===== src/rtl/core/msc_pkg.sv =====
package msc_pkg;

    localparam int VALUE_W     = 14;
    localparam int DWELL_W     = 16;
    localparam int SCANS_W     = 8;
    localparam int SEG_W       = 8;
    localparam int EN_W        = 4;
    localparam int BCD_DIGITS  = 4;
    localparam int WEIGHT_W    = 3;
    localparam int CFG_INDEX_W = 2;
    localparam int CFG_DATA_W  = 16;

    localparam logic [VALUE_W-1:0] VALUE_MAX = 14'd9999;

    localparam logic [CFG_INDEX_W-1:0] REG_DWELL_TICKS     = 2'd0;
    localparam logic [CFG_INDEX_W-1:0] REG_SCANS_PER_VALUE = 2'd1;
    localparam logic [CFG_INDEX_W-1:0] REG_WRAP_VALUE      = 2'd2;

    localparam logic [DWELL_W-1:0] DWELL_RESET = 16'd500;
    localparam logic [SCANS_W-1:0] SCANS_RESET = 8'd10;
    localparam logic [VALUE_W-1:0] WRAP_RESET  = 14'd9999;

    typedef struct packed {
        logic                   valid;
        logic [CFG_INDEX_W-1:0] index;
        logic [CFG_DATA_W-1:0]  data;
    } cfg_wr_t;

    typedef struct packed {
        logic advance;
    } cmd_t;

    typedef logic [BCD_DIGITS-1:0][3:0] bcd_t;

    function automatic logic [SEG_W-1:0] seg_font(input logic [3:0] digit);
        logic [SEG_W-1:0] pattern;
        unique case (digit)
            4'd0:    pattern = 8'b11111100;
            4'd1:    pattern = 8'b01100000;
            4'd2:    pattern = 8'b11011010;
            4'd3:    pattern = 8'b11110010;
            4'd4:    pattern = 8'b01100110;
            4'd5:    pattern = 8'b10110110;
            4'd6:    pattern = 8'b10111110;
            4'd7:    pattern = 8'b11100000;
            4'd8:    pattern = 8'b11111110;
            4'd9:    pattern = 8'b11110110;
            default: pattern = 8'b11111100;
        endcase
        return pattern;
    endfunction

endpackage


===== src/rtl/core/msc_front.sv =====
module msc_front (
    input  logic           aclk,
    input  logic           aresetn,
    input  logic           s_tvalid,
    output logic           s_tready,
    input  logic           s_tick,
    output logic           q_valid,
    input  logic           q_ready,
    output msc_pkg::cmd_t  q_cmd
);

    msc_pkg::cmd_t queue_reg [2];
    logic          wr_ptr_reg;
    logic          rd_ptr_reg;
    logic [1:0]    count_reg;
    logic [1:0]    count_next;
    logic          push;
    logic          pop;
    msc_pkg::cmd_t cmd_in;

    assign s_tready       = (count_reg != 2'd2);
    assign q_valid        = (count_reg != 2'd0);
    assign q_cmd          = queue_reg[rd_ptr_reg];
    assign push           = s_tvalid && s_tready;
    assign pop            = q_valid && q_ready;
    assign cmd_in.advance = s_tick;

    always_comb begin
        count_next = count_reg;
        if (push && !pop) begin
            count_next = count_reg + 2'd1;
        end else if (pop && !push) begin
            count_next = count_reg - 2'd1;
        end
    end

    always_ff @(posedge aclk) begin
        if (!aresetn) begin
            wr_ptr_reg <= 1'b0;
            rd_ptr_reg <= 1'b0;
            count_reg  <= 2'd0;
        end else begin
            count_reg <= count_next;
            if (push) begin
                wr_ptr_reg <= ~wr_ptr_reg;
            end
            if (pop) begin
                rd_ptr_reg <= ~rd_ptr_reg;
            end
        end
    end

    always_ff @(posedge aclk) begin
        if (push) begin
            queue_reg[wr_ptr_reg] <= cmd_in;
        end
    end

endmodule


===== src/rtl/core/msc_back.sv =====
module msc_back #(
    parameter int DIGIT_COUNT = 4
) (
    input  logic                           aclk,
    input  logic                           aresetn,
    input  msc_pkg::cfg_wr_t               cfg,
    input  logic                           q_valid,
    output logic                           q_ready,
    input  msc_pkg::cmd_t                  q_cmd,
    output logic                           m_valid,
    input  logic                           m_ready,
    output logic [msc_pkg::SEG_W-1:0]      segments,
    output logic [msc_pkg::EN_W-1:0]       digit_enable_n,
    output logic [msc_pkg::VALUE_W-1:0]    shown_value
);

    localparam int POS_W = (DIGIT_COUNT > 1) ? $clog2(DIGIT_COUNT) : 1;

    logic [msc_pkg::DWELL_W-1:0] dwell_ticks_reg;
    logic [msc_pkg::SCANS_W-1:0] scans_reg;
    logic [msc_pkg::VALUE_W-1:0] wrap_reg;

    logic [msc_pkg::VALUE_W-1:0] value_reg, value_next;
    msc_pkg::bcd_t               bcd_reg, bcd_next, bcd_inc;
    logic [POS_W-1:0]            pos_reg, pos_next;
    logic [msc_pkg::DWELL_W-1:0] dwell_cnt_reg, dwell_cnt_next;
    logic [msc_pkg::SCANS_W-1:0] scan_cnt_reg, scan_cnt_next;

    logic                        out_valid_reg;
    logic [msc_pkg::SEG_W-1:0]   seg_reg, seg_next;
    logic [msc_pkg::EN_W-1:0]    en_reg, en_next;
    logic [msc_pkg::VALUE_W-1:0] shown_reg;

    logic [msc_pkg::DWELL_W-1:0] dwell_eff, dwell_inc;
    logic [msc_pkg::SCANS_W-1:0] scans_eff, scan_inc;
    logic [msc_pkg::VALUE_W-1:0] lim;
    logic [POS_W:0]              pos_inc;
    logic [msc_pkg::WEIGHT_W-1:0] weight;
    logic [3:0]                  digit;
    logic                        carry;
    logic                        step;

    assign q_ready = !out_valid_reg || m_ready;
    assign step    = q_valid && q_ready;

    assign dwell_eff = (dwell_ticks_reg == '0) ? msc_pkg::DWELL_W'(1) : dwell_ticks_reg;
    assign scans_eff = (scans_reg == '0) ? msc_pkg::SCANS_W'(1) : scans_reg;
    assign dwell_inc = dwell_cnt_reg + msc_pkg::DWELL_W'(1);
    assign scan_inc  = scan_cnt_reg + msc_pkg::SCANS_W'(1);
    assign pos_inc   = {1'b0, pos_reg} + (POS_W+1)'(1);

    always_comb begin
        if (wrap_reg == '0) begin
            lim = msc_pkg::VALUE_W'(1);
        end else if (wrap_reg > msc_pkg::VALUE_MAX) begin
            lim = msc_pkg::VALUE_MAX;
        end else begin
            lim = wrap_reg;
        end
    end

    always_comb begin
        carry = 1'b1;
        for (int i = 0; i < msc_pkg::BCD_DIGITS; i++) begin
            if (carry && bcd_reg[i] == 4'd9) begin
                bcd_inc[i] = 4'd0;
            end else begin
                bcd_inc[i] = bcd_reg[i] + {3'd0, carry};
                carry      = 1'b0;
            end
        end
    end

    always_comb begin
        value_next     = value_reg;
        bcd_next       = bcd_reg;
        pos_next       = pos_reg;
        dwell_cnt_next = dwell_cnt_reg;
        scan_cnt_next  = scan_cnt_reg;
        if (q_cmd.advance) begin
            dwell_cnt_next = dwell_inc;
            if (dwell_inc >= dwell_eff || dwell_inc == '0) begin
                dwell_cnt_next = '0;
                pos_next       = pos_inc[POS_W-1:0];
                if (pos_inc >= (POS_W+1)'(DIGIT_COUNT)) begin
                    pos_next      = '0;
                    scan_cnt_next = scan_inc;
                    if (scan_inc >= scans_eff || scan_inc == '0) begin
                        scan_cnt_next = '0;
                        if (value_reg >= lim) begin
                            value_next = msc_pkg::VALUE_W'(1);
                            bcd_next   = msc_pkg::bcd_t'(1);
                        end else begin
                            value_next = value_reg + msc_pkg::VALUE_W'(1);
                            bcd_next   = bcd_inc;
                        end
                    end
                end
            end
        end
    end

    always_comb begin
        weight = msc_pkg::WEIGHT_W'(DIGIT_COUNT - 1) - msc_pkg::WEIGHT_W'(pos_next);
        if (weight < msc_pkg::WEIGHT_W'(msc_pkg::BCD_DIGITS)) begin
            digit = bcd_next[weight[1:0]];
        end else begin
            digit = 4'd0;
        end
        seg_next = msc_pkg::seg_font(digit);
        for (int b = 0; b < msc_pkg::EN_W; b++) begin
            en_next[b] = (weight != msc_pkg::WEIGHT_W'(b));
        end
    end

    always_ff @(posedge aclk) begin
        if (!aresetn) begin
            dwell_ticks_reg <= msc_pkg::DWELL_RESET;
            scans_reg       <= msc_pkg::SCANS_RESET;
            wrap_reg        <= msc_pkg::WRAP_RESET;
        end else if (cfg.valid) begin
            unique case (cfg.index)
                msc_pkg::REG_DWELL_TICKS:     dwell_ticks_reg <= cfg.data;
                msc_pkg::REG_SCANS_PER_VALUE: scans_reg <= cfg.data[msc_pkg::SCANS_W-1:0];
                msc_pkg::REG_WRAP_VALUE:      wrap_reg <= cfg.data[msc_pkg::VALUE_W-1:0];
                default: ;
            endcase
        end
    end

    always_ff @(posedge aclk) begin
        if (!aresetn) begin
            value_reg     <= msc_pkg::VALUE_W'(1);
            bcd_reg       <= msc_pkg::bcd_t'(1);
            pos_reg       <= '0;
            dwell_cnt_reg <= '0;
            scan_cnt_reg  <= '0;
            out_valid_reg <= 1'b0;
        end else begin
            if (step) begin
                value_reg     <= value_next;
                bcd_reg       <= bcd_next;
                pos_reg       <= pos_next;
                dwell_cnt_reg <= dwell_cnt_next;
                scan_cnt_reg  <= scan_cnt_next;
                out_valid_reg <= 1'b1;
            end else if (m_ready) begin
                out_valid_reg <= 1'b0;
            end
        end
    end

    always_ff @(posedge aclk) begin
        if (step) begin
            seg_reg   <= seg_next;
            en_reg    <= en_next;
            shown_reg <= value_next;
        end
    end

    assign m_valid        = out_valid_reg;
    assign segments       = seg_reg;
    assign digit_enable_n = en_reg;
    assign shown_value    = shown_reg;

endmodule


===== src/rtl/core/multiplexed_seven_segment_counter.sv =====
// Four-digit multiplexed seven-segment counter.
// s_* channel: one beat per clock tick slot; s_tdata[0] = 1 means a tick passed,
//   0 means hold. Every input beat yields exactly one output beat.
// m_* channel: segment pattern, active-low digit enables and the shown value,
//   all reflecting the state after that beat's tick was applied.
// cfg_* channel: register writes, always ready; 0 dwell_ticks, 1 scans_per_value,
//   2 wrap_value. Write only while no beat is in flight.
// Throughput: one beat per cycle while m_tready is high. An accepted beat passes
//   through the two-entry command queue and the output register of the scan unit to m_tvalid.
// Reset: value 1, thousands digit selected, counters cleared, registers at
//   500 / 10 / 9999, queue empty, m_tvalid low.
// Stall: while m_tready is low the output beat holds; the queue absorbs two more
//   beats, then s_tready drops until the receiver takes the output.
module multiplexed_seven_segment_counter #(
    parameter int DIGIT_COUNT = 4
) (
    input  logic                                aclk,
    input  logic                                aresetn,
    input  logic                                s_tvalid,
    output logic                                s_tready,
    input  logic [7:0]                          s_tdata,   // [0] tick, [7:1] zero
    output logic                                m_tvalid,
    input  logic                                m_tready,
    output logic [31:0]                         m_tdata,   // [7:0] segments,
                                                           // [11:8] digit_enable_n,
                                                           // [25:12] shown_value
    input  logic                                cfg_valid,
    output logic                                cfg_ready,
    input  logic [msc_pkg::CFG_INDEX_W-1:0]     cfg_index,
    input  logic [msc_pkg::CFG_DATA_W-1:0]      cfg_data
);

    msc_pkg::cfg_wr_t            cfg;
    msc_pkg::cmd_t               q_cmd;
    logic                        q_valid;
    logic                        q_ready;
    logic [msc_pkg::SEG_W-1:0]   segments;
    logic [msc_pkg::EN_W-1:0]    digit_enable_n;
    logic [msc_pkg::VALUE_W-1:0] shown_value;

    assign cfg_ready = 1'b1;
    assign cfg.valid = cfg_valid && cfg_ready;
    assign cfg.index = cfg_index;
    assign cfg.data  = cfg_data;

    msc_front u_front (
        .aclk     (aclk),
        .aresetn  (aresetn),
        .s_tvalid (s_tvalid),
        .s_tready (s_tready),
        .s_tick   (s_tdata[0]),
        .q_valid  (q_valid),
        .q_ready  (q_ready),
        .q_cmd    (q_cmd)
    );

    msc_back #(
        .DIGIT_COUNT (DIGIT_COUNT)
    ) u_back (
        .aclk           (aclk),
        .aresetn        (aresetn),
        .cfg            (cfg),
        .q_valid        (q_valid),
        .q_ready        (q_ready),
        .q_cmd          (q_cmd),
        .m_valid        (m_tvalid),
        .m_ready        (m_tready),
        .segments       (segments),
        .digit_enable_n (digit_enable_n),
        .shown_value    (shown_value)
    );

    assign m_tdata = {6'd0, shown_value, digit_enable_n, segments};

    a_one_digit_lit: assert property (@(posedge aclk) disable iff (!aresetn)
        m_tvalid |-> ($countones(~m_tdata[11:8]) <= 1))
        else $error("more than one digit enabled");

    a_value_range: assert property (@(posedge aclk) disable iff (!aresetn)
        m_tvalid |-> (m_tdata[25:12] != 14'd0 && m_tdata[25:12] <= msc_pkg::VALUE_MAX))
        else $error("shown value out of range");

    a_reset_state: assert property (@(posedge aclk)
        !aresetn |=> (s_tready && !m_tvalid))
        else $error("channels not idle after reset");

endmodule


===== config.mk =====
export PLATFORM = sky130hd
export DESIGN_NAME = multiplexed_seven_segment_counter
export DESIGN_NICKNAME = d
export VERILOG_FILES = /design/src/rtl/core/msc_pkg.sv /design/src/rtl/core/msc_front.sv /design/src/rtl/core/msc_back.sv /design/src/rtl/core/multiplexed_seven_segment_counter.sv
export SDC_FILE = /design/constraint.sdc
export NUM_CORES = 1
export LEC_CHECK = 0
export BUFFER_PORTS_ARGS = -buffer_cell sky130_fd_sc_hd__buf_2
export CORE_MARGIN = 3
export CORE_UTILIZATION = 65
export DETAILED_ROUTE_END_ITERATION = 8
export PLACE_DENSITY = 0.91
export SYNTH_ARGS = -nofsm -noshare
export SYNTH_HDL_FRONTEND = slang
export SYNTH_SLANG_ARGS = --single-unit
export TNS_END_PERCENT = 5

===== constraint.sdc =====
create_clock -name aclk -period 8.5 [get_ports aclk]
set_input_delay 2.55 -clock aclk [delete_from_list [all_inputs] [get_ports aclk]]
set_output_delay 2.55 -clock aclk [all_outputs]
set_load 0.005 [all_outputs]

# Word level (Yosys, flattened, before mapping)
# Memory sizes are Yosys's and may differ from the RTL's. A register that Yosys moved wholly into a read port is not among the register bits.
# Index checks and enable logic that the tools add are counted.
[classes] eq_ne=10 reduce_logical=28 muxes=37 n_bitwise=2 n_addsub=11 magnitude_cmp=7
[op_table] operator="$mux W16" count=7
[op_table] operator="$mux W14" count=7
[op_table] operator="$logic_not A16 Y1" count=2
[op_table] operator="$mux W4" count=6
[op_table] operator="$add A16 B1 Y16 const B" count=1
[op_table] operator="$eq A4 B4 Y1 const B" count=4
[op_table] operator="$ge A16 B16 Y1" count=1
[op_table] operator="$logic_not A8 Y1" count=2
[op_table] operator="$mux W8" count=2
[op_table] operator="$add A14 B1 Y14 const B" count=1
[op_table] operator="$ge A14 B14 Y1" count=1
[op_table] operator="$gt A14 B14 Y1 const B" count=1
[op_table] operator="$logic_not A14 Y1" count=1
[op_table] operator="$add A4 B1 Y4" count=3
[op_table] operator="$mux W2" count=5
[op_table] operator="$mux W1" count=9
[op_table] operator="$add A8 B1 Y8 const B" count=1
[op_table] operator="$bmux W4 S2" count=1
[op_table] operator="$ge A8 B8 Y1" count=1
[op_table] operator="$reduce_and A2 Y1" count=4
[op_table] operator="$logic_and A1 B1 Y1" count=7
[op_table] operator="$ne A3 B2 Y1 const B" count=2
[op_table] operator="$reduce_bool A2 Y1" count=3
[op_table] operator="$add A4 B1 Y4 const B" count=1
[op_table] operator="other kinds (17)" count=22
[word_totals] n_memories=2 input_bits=31 ff_bits=125 wordCells=115 rom_bits=112 output_inout_bits=35 mem_bits_rw=2
[memory_table] name="(no name shown)" depth=16 width=7 read_ports=1 rd_ports_with_merged_regs=1 write_ports=0 line="msc_pkg.sv:37" rtl="unique case (digit)"
[memory_table] name="u_front.queue_reg" depth=2 width=1 read_ports=1 rd_ports_with_merged_regs=1 write_ports=1 line="msc_front.sv:12" rtl="msc_pkg::cmd_t queue_reg [2];"

# Longest topological paths before layout
[logic_depth] depth_word=16 depth_mapped=22 mapped_depth_nobuf=19

# Modules after synthesis
# From an unflattened synthesis, not the netlist that was laid out.
[unflattened] cells_unflattened=906 hier_area_um2=7656.1
[modules_own_cells] module="msc_back" cells_each=870 seq_area_each_um2=2652.5 area_per_inst_um2=7282.0 instances=1
[modules_own_cells] module="msc_front" cells_each=27 seq_area_each_um2=160.2 area_per_inst_um2=314.1 instances=1
[modules_own_cells] module="multiplexed_seven_segment_counter" cells_each=9 seq_area_each_um2=0.0 area_per_inst_um2=60.1 instances=1

# Worst setup path before layout
# OpenSTA, ideal clock, no wires.
[synth_timing] path_type="input-to-reg" from="input port m_tready" to="register u_back.en_reg (netlist bit u_back.digit_enable_n[0]), enable pin" slack_ns=4.048 stages=5 setup_time_ns=0.399 arrival_ns=4.053 required_time_ns=8.101 path_buffers=2 path_cell_list="nor2b_1 > or2_2 > clkbuf_1 > inv_1 > clkbuf_1"
[synth_between] elab_chain_cells=2
[synth_lines] item="start, declared" line="multiplexed_seven_segment_counter.sv:23" rtl="input logic m_tready,"
[synth_lines] item="$logic_or A1 B1 Y1" line="msc_back.sv:43" rtl="assign q_ready = !out_valid_reg || m_ready;"
[synth_lines] item="$logic_and A1 B1 Y1" line="msc_back.sv:44" rtl="assign step = q_valid && q_ready;"
[synth_lines] item="net u_back.step" line="msc_back.sv:41" rtl="logic step;"
[synth_lines] item="end signal, assigned" line="msc_back.sv:156" rtl="en_reg <= en_next;"
[synth_lines] item="end, declared" line="msc_back.sv:31" rtl="logic [msc_pkg::EN_W-1:0] en_reg, en_next;"
# The timed path passes the listed nets, and every way through them passes these cells.
# A chain may end at the register's enable or synchronous reset.

# Worst setup path in the final report
[layout_timing] from="register u_back.dwell_cnt_reg[2] (netlist name)" to="register u_back.seg_reg (netlist bit u_back.segments[4]), data pin"
[layout_between] elab_chain_cells=9 word_cells_on_any_way=13 cone_classes="2 x add/sub; 2 x order compare; 7 x mux; 2 x reduce/logical"
[layout_lines] item="start, declared" line="msc_back.sv:26" rtl="logic [msc_pkg::DWELL_W-1:0] dwell_cnt_reg, dwell_cnt_next;"
[layout_lines] item="start signal, assigned" line="msc_back.sv:144" rtl="dwell_cnt_reg <= dwell_cnt_next;"
[layout_lines] item="$add A16 B1 Y16 (*)" line="msc_back.sv:48" rtl="assign dwell_inc = dwell_cnt_reg + msc_pkg::DWELL_W'(1);"
[layout_lines] item="$ge A16 B16 Y1 / $logic_not A16 Y1 (equally long branches)" line="msc_back.sv:82" rtl="if (dwell_inc >= dwell_eff || dwell_inc == '0) begin"
[layout_lines] item="$logic_or A1 B1 Y1 (*)" line="msc_back.sv:82"
[layout_lines] item="$mux W2" line="msc_back.sv:82"
[layout_lines] item="$mux W2" line="msc_back.sv:80" rtl="if (q_cmd.advance) begin"
[layout_lines] item="$sub A2 B2 Y3" line="msc_back.sv:104" rtl="weight = msc_pkg::WEIGHT_W'(DIGIT_COUNT - 1) - msc_pkg::WEIGHT_W'(pos_next);"
[layout_lines] item="$bmux W4 S2" line="msc_back.sv:106" rtl="digit = bcd_next[weight[1:0]];"
[layout_lines] item="$mux W4 (not written as such)" line="msc_back.sv:106"
[layout_lines] item="$mux W4 (*)" line="msc_back.sv:105" rtl="if (weight < msc_pkg::WEIGHT_W'(msc_pkg::BCD_DIGITS)) begin"
[layout_lines] item="end, declared" line="msc_back.sv:30" rtl="logic [msc_pkg::SEG_W-1:0] seg_reg, seg_next;"
# Every way passes the cells marked *; elsewhere a longest branch is shown, timed or not. The select of a mux whose other input is x is not followed.

==> flow_summary_export.csv <==
group,metric,value,unit
route,vias_per_cell,6.119,
floorplan,start_util,0.6714,
sta,finalSetupViolations,0,
synthesis,async_flop_share,0,
grt,antenna_found_initial,0,
power_and_ir_drop,p_leak,3.558,nW
placement,place_ws,3.337,ns
worst_setup_path,worstPathRequired,8.80,ns
sta,fin_setup_tns,0,ns
synthesis,ys_ff_latch,127,
clock_tree,clk_pin_slew_worst_paths,0.05,ns
worst_hold_path,hp-class,"reg2reg",
worst_setup_path,crit_buf_inv,0,
floorplan,num_rows,39,
worst_setup_path,worstPathCellList,"and4_4 -> nand2_1 -> nor2_1 -> nand2_1 -> xnor2_1 -> ha_1 -> a21oi_1 -> o21a_1 -> nand2_1 -> o21ai_1 -> o211ai_4 -> and3_1 -> nor2_1 -> mux4_2 -> a21oi_4 -> ha_1 -> mux2_1 -> nand2_1",
floorplan,die_h,115.3,um
clock_tree,cts_setup_buffers,0,
sta,hold_ws,0.4861,ns
placement,place_congestion,0.9043,
route,wire_per_inst,16.50,um
synthesis,ys_seq_area_frac,0.3622,
sta,finalCriticalPeriod,5.238,ns
synthesis,synth_ff_type,"dfxtp_1",
route,drt_iter0_drc,625,
grt,grt_pass1_vias,6447,
sta,max_slew.worst_pin.slew,0.8863,ns
sta,fin_ws,3.262,ns
synthesis,postSynthAreaPerCell,8.459,sq um
worst_setup_path,rr_worst_depth,18,
cells_and_area,final_common_cell,"nand2_1",
sta,slew_violations,0,
cells_and_area,antenna_cells,0,
sta,rsz0062_at_grt,"false",
cells_and_area,final_cells,1100,
clock_tree,cts.htree.levels,4,
sta,skew,0.006283,ns
route,route.detailed.drc,0,
sta,hold_violations,0,
sta,max_freq,190.9,MHz
synthesis,synth-edff-count,27,
floorplan,num_io_pins,66,
outcome,status,"complete, no violations",
clock_tree,cts_buffer_depth,2,
route,vias,6731,
route,antenna_left,0,
cells_and_area,final_core_util,0.7418,
cells_and_area,syn_to_final_growth,10.47,%
synthesis,synth.distinct_cells,77,
floorplan,core,0.01156,sq mm
cells_and_area,final_cell_mix,"136 x nand2_1, 100 x dfxtp_1, 75 x nor2_1",
grt,grt_pass1_wl,30210,um
synthesis,synth_area,0.007765,sq mm
placement,portBuffers,50,
route,drt_first_pass_iters,5,
clock_tree,cts_root_buffer,"clkbuf_16",
worst_hold_path,whs_path_depth,2,
grt,grt_max_degree,101,
worst_setup_path,path_class,"reg2reg",
clock_tree,cts_tree,"built",
sta,period_share,0.6163,
floorplan,die_w,115.3,um
route,drt-total-wl,18150,um
worst_setup_path,worst_setup_path_start_kind,"flip-flop",
clock_tree,postCtsHoldBufs,0,
worst_setup_path,cp.arrival,5.54,ns
worst_setup_path,crit_family,"simple AND/OR/NAND/NOR gates",
floorplan,die-area,0.01329,sq mm
placement,dp_cells,1068,
clock_tree,cts.sinks,127,
cells_and_area,nFillCells,790,
clock_tree,insertion_delay,0.43,ns
cells_and_area,nets,1031,
worst_setup_path,end_kind,"flip-flop",
synthesis,netlist_instances,918,
placement,hpwlAfterDp,12210,um
cells_and_area,drive_above_1_share,0.1149,
worst_setup_path,cpMostUsedCell,"nand2_1",
worst_setup_path,cp_slowest_cell,"mux4_2",
sta,slew-limit-headroom,0.4092,
worst_setup_path,worst-path-stages,18,
clock_tree,post_cts_resized,0,
placement,placed_area,0.007983,sq mm
power_and_ir_drop,vdd_ir_drop_max,0.2067,mV
grt,grt_overflow,0,
cells_and_area,final_area,0.008578,sq mm
clock_tree,cts-buffers-inserted,17,
job,maxCapViolations,0,
power_and_ir_drop,power_density,240.7,mW/mm^2
worst_setup_path,critPathMaxFanout,11,
synthesis,yosys_warnings,0,
worst_setup_path,cpPeakStageDelay,0.61,ns
grt,grt_usage,0.2844,
power_and_ir_drop,finalPower,2.065,mW
final timing paths:
path / startpoint / to / slack, ns
hold / removal: u_back.dwell_ticks_reg[15] / u_back.dwell_ticks_reg[15] / 0.49
setup / recovery: u_back.dwell_cnt_reg[2] / u_back.segments[4] / 3.26
hold reg to reg: u_back.dwell_ticks_reg[15] / u_back.dwell_ticks_reg[15] / 0.49
setup reg to reg: u_back.dwell_cnt_reg[2] / u_back.segments[4] / 3.26
cell families (layout without fill, tap and decap cells):
logic type                 after synthesis  after routing  synth area share
xor gates and xnor gates                30             30           0.03384
buffers and inverters                   96            129           0.05607
other                                    2              8         0.0009672
DFF                                    127            127            0.3622
muxes                                   16             16           0.02498
adders and majority gates               56             56           0.09023
and+or+nand+nor                        400            400            0.2636
AOI/OAI and AO/OA                      191            191            0.1681
power breakdown:
group | internal [mW] | switching (mW) | total (mW)
Clock | 0.484 | 0.254 | 0.737
Combinational | 0.201 | 0.323 | 0.524
Sequential | 0.733 | 0.0713 | 0.804
Total | 1.42 | 0.648 | 2.06
area by class of cell:
class                      count  area [sq um]  area share
inverter                      43         161.4     0.01882
multi-input combinational    701          4549      0.5303
tap                          143         178.9     0.02086
clock buffer                  27         493.0     0.05747
sequential                   127          2813      0.3279
clock inverter                 5         102.6     0.01196
timing repair buffer          54         280.3     0.03267
synthesized netlist by cell type, drive strengths merged (4+ instances only):
library cell	count	area (sq um)
or2	5	31.28
nand3	34	180.2
dfxtp	100	2002
a31oi	4	25.02
mux2	4	45.04
nor3	7	35.03
a21o	5	37.54
nor4	12	93.84
mux2i	10	103.9
a21oi	33	195.2
nand2	136	510.5
clkbuf	32	120.1
nor3b	20	150.1
and3	16	101.4
nand3b	5	37.54
nand2b	6	37.54
buf	21	153.9
xor2	11	96.34
inv	43	161.4
xnor2	19	166.4
ha	56	700.7
nor2	77	294.0
or3	8	50.05
a22oi	6	45.04
o211ai	10	102.6
a211oi	4	30.03
o21ai	63	315.3
edfxtp	27	810.8
nand4	16	112.6
nor2b	26	162.7
o211a	4	40.04
and2	19	118.9
a21boi	37	277.8
layer usage:
| metal | track usage | part of all wire |
|---|---|---|
| met5 | 0 | 0 |
| met4 | 0.1174 | 0.031 |
| met3 | 0.07158 | 0.072 |
| met2 | 0.4745 | 0.49 |
| met1 | 0.3512 | 0.41 |
worst min-delay path, cell delays in order, from the launching register on:
cell      delay, ns
dfxtp_1        0.32
nand2_1        0.05
a21boi_0       0.06
No activity file was read; power rests on OpenSTA's default activity.
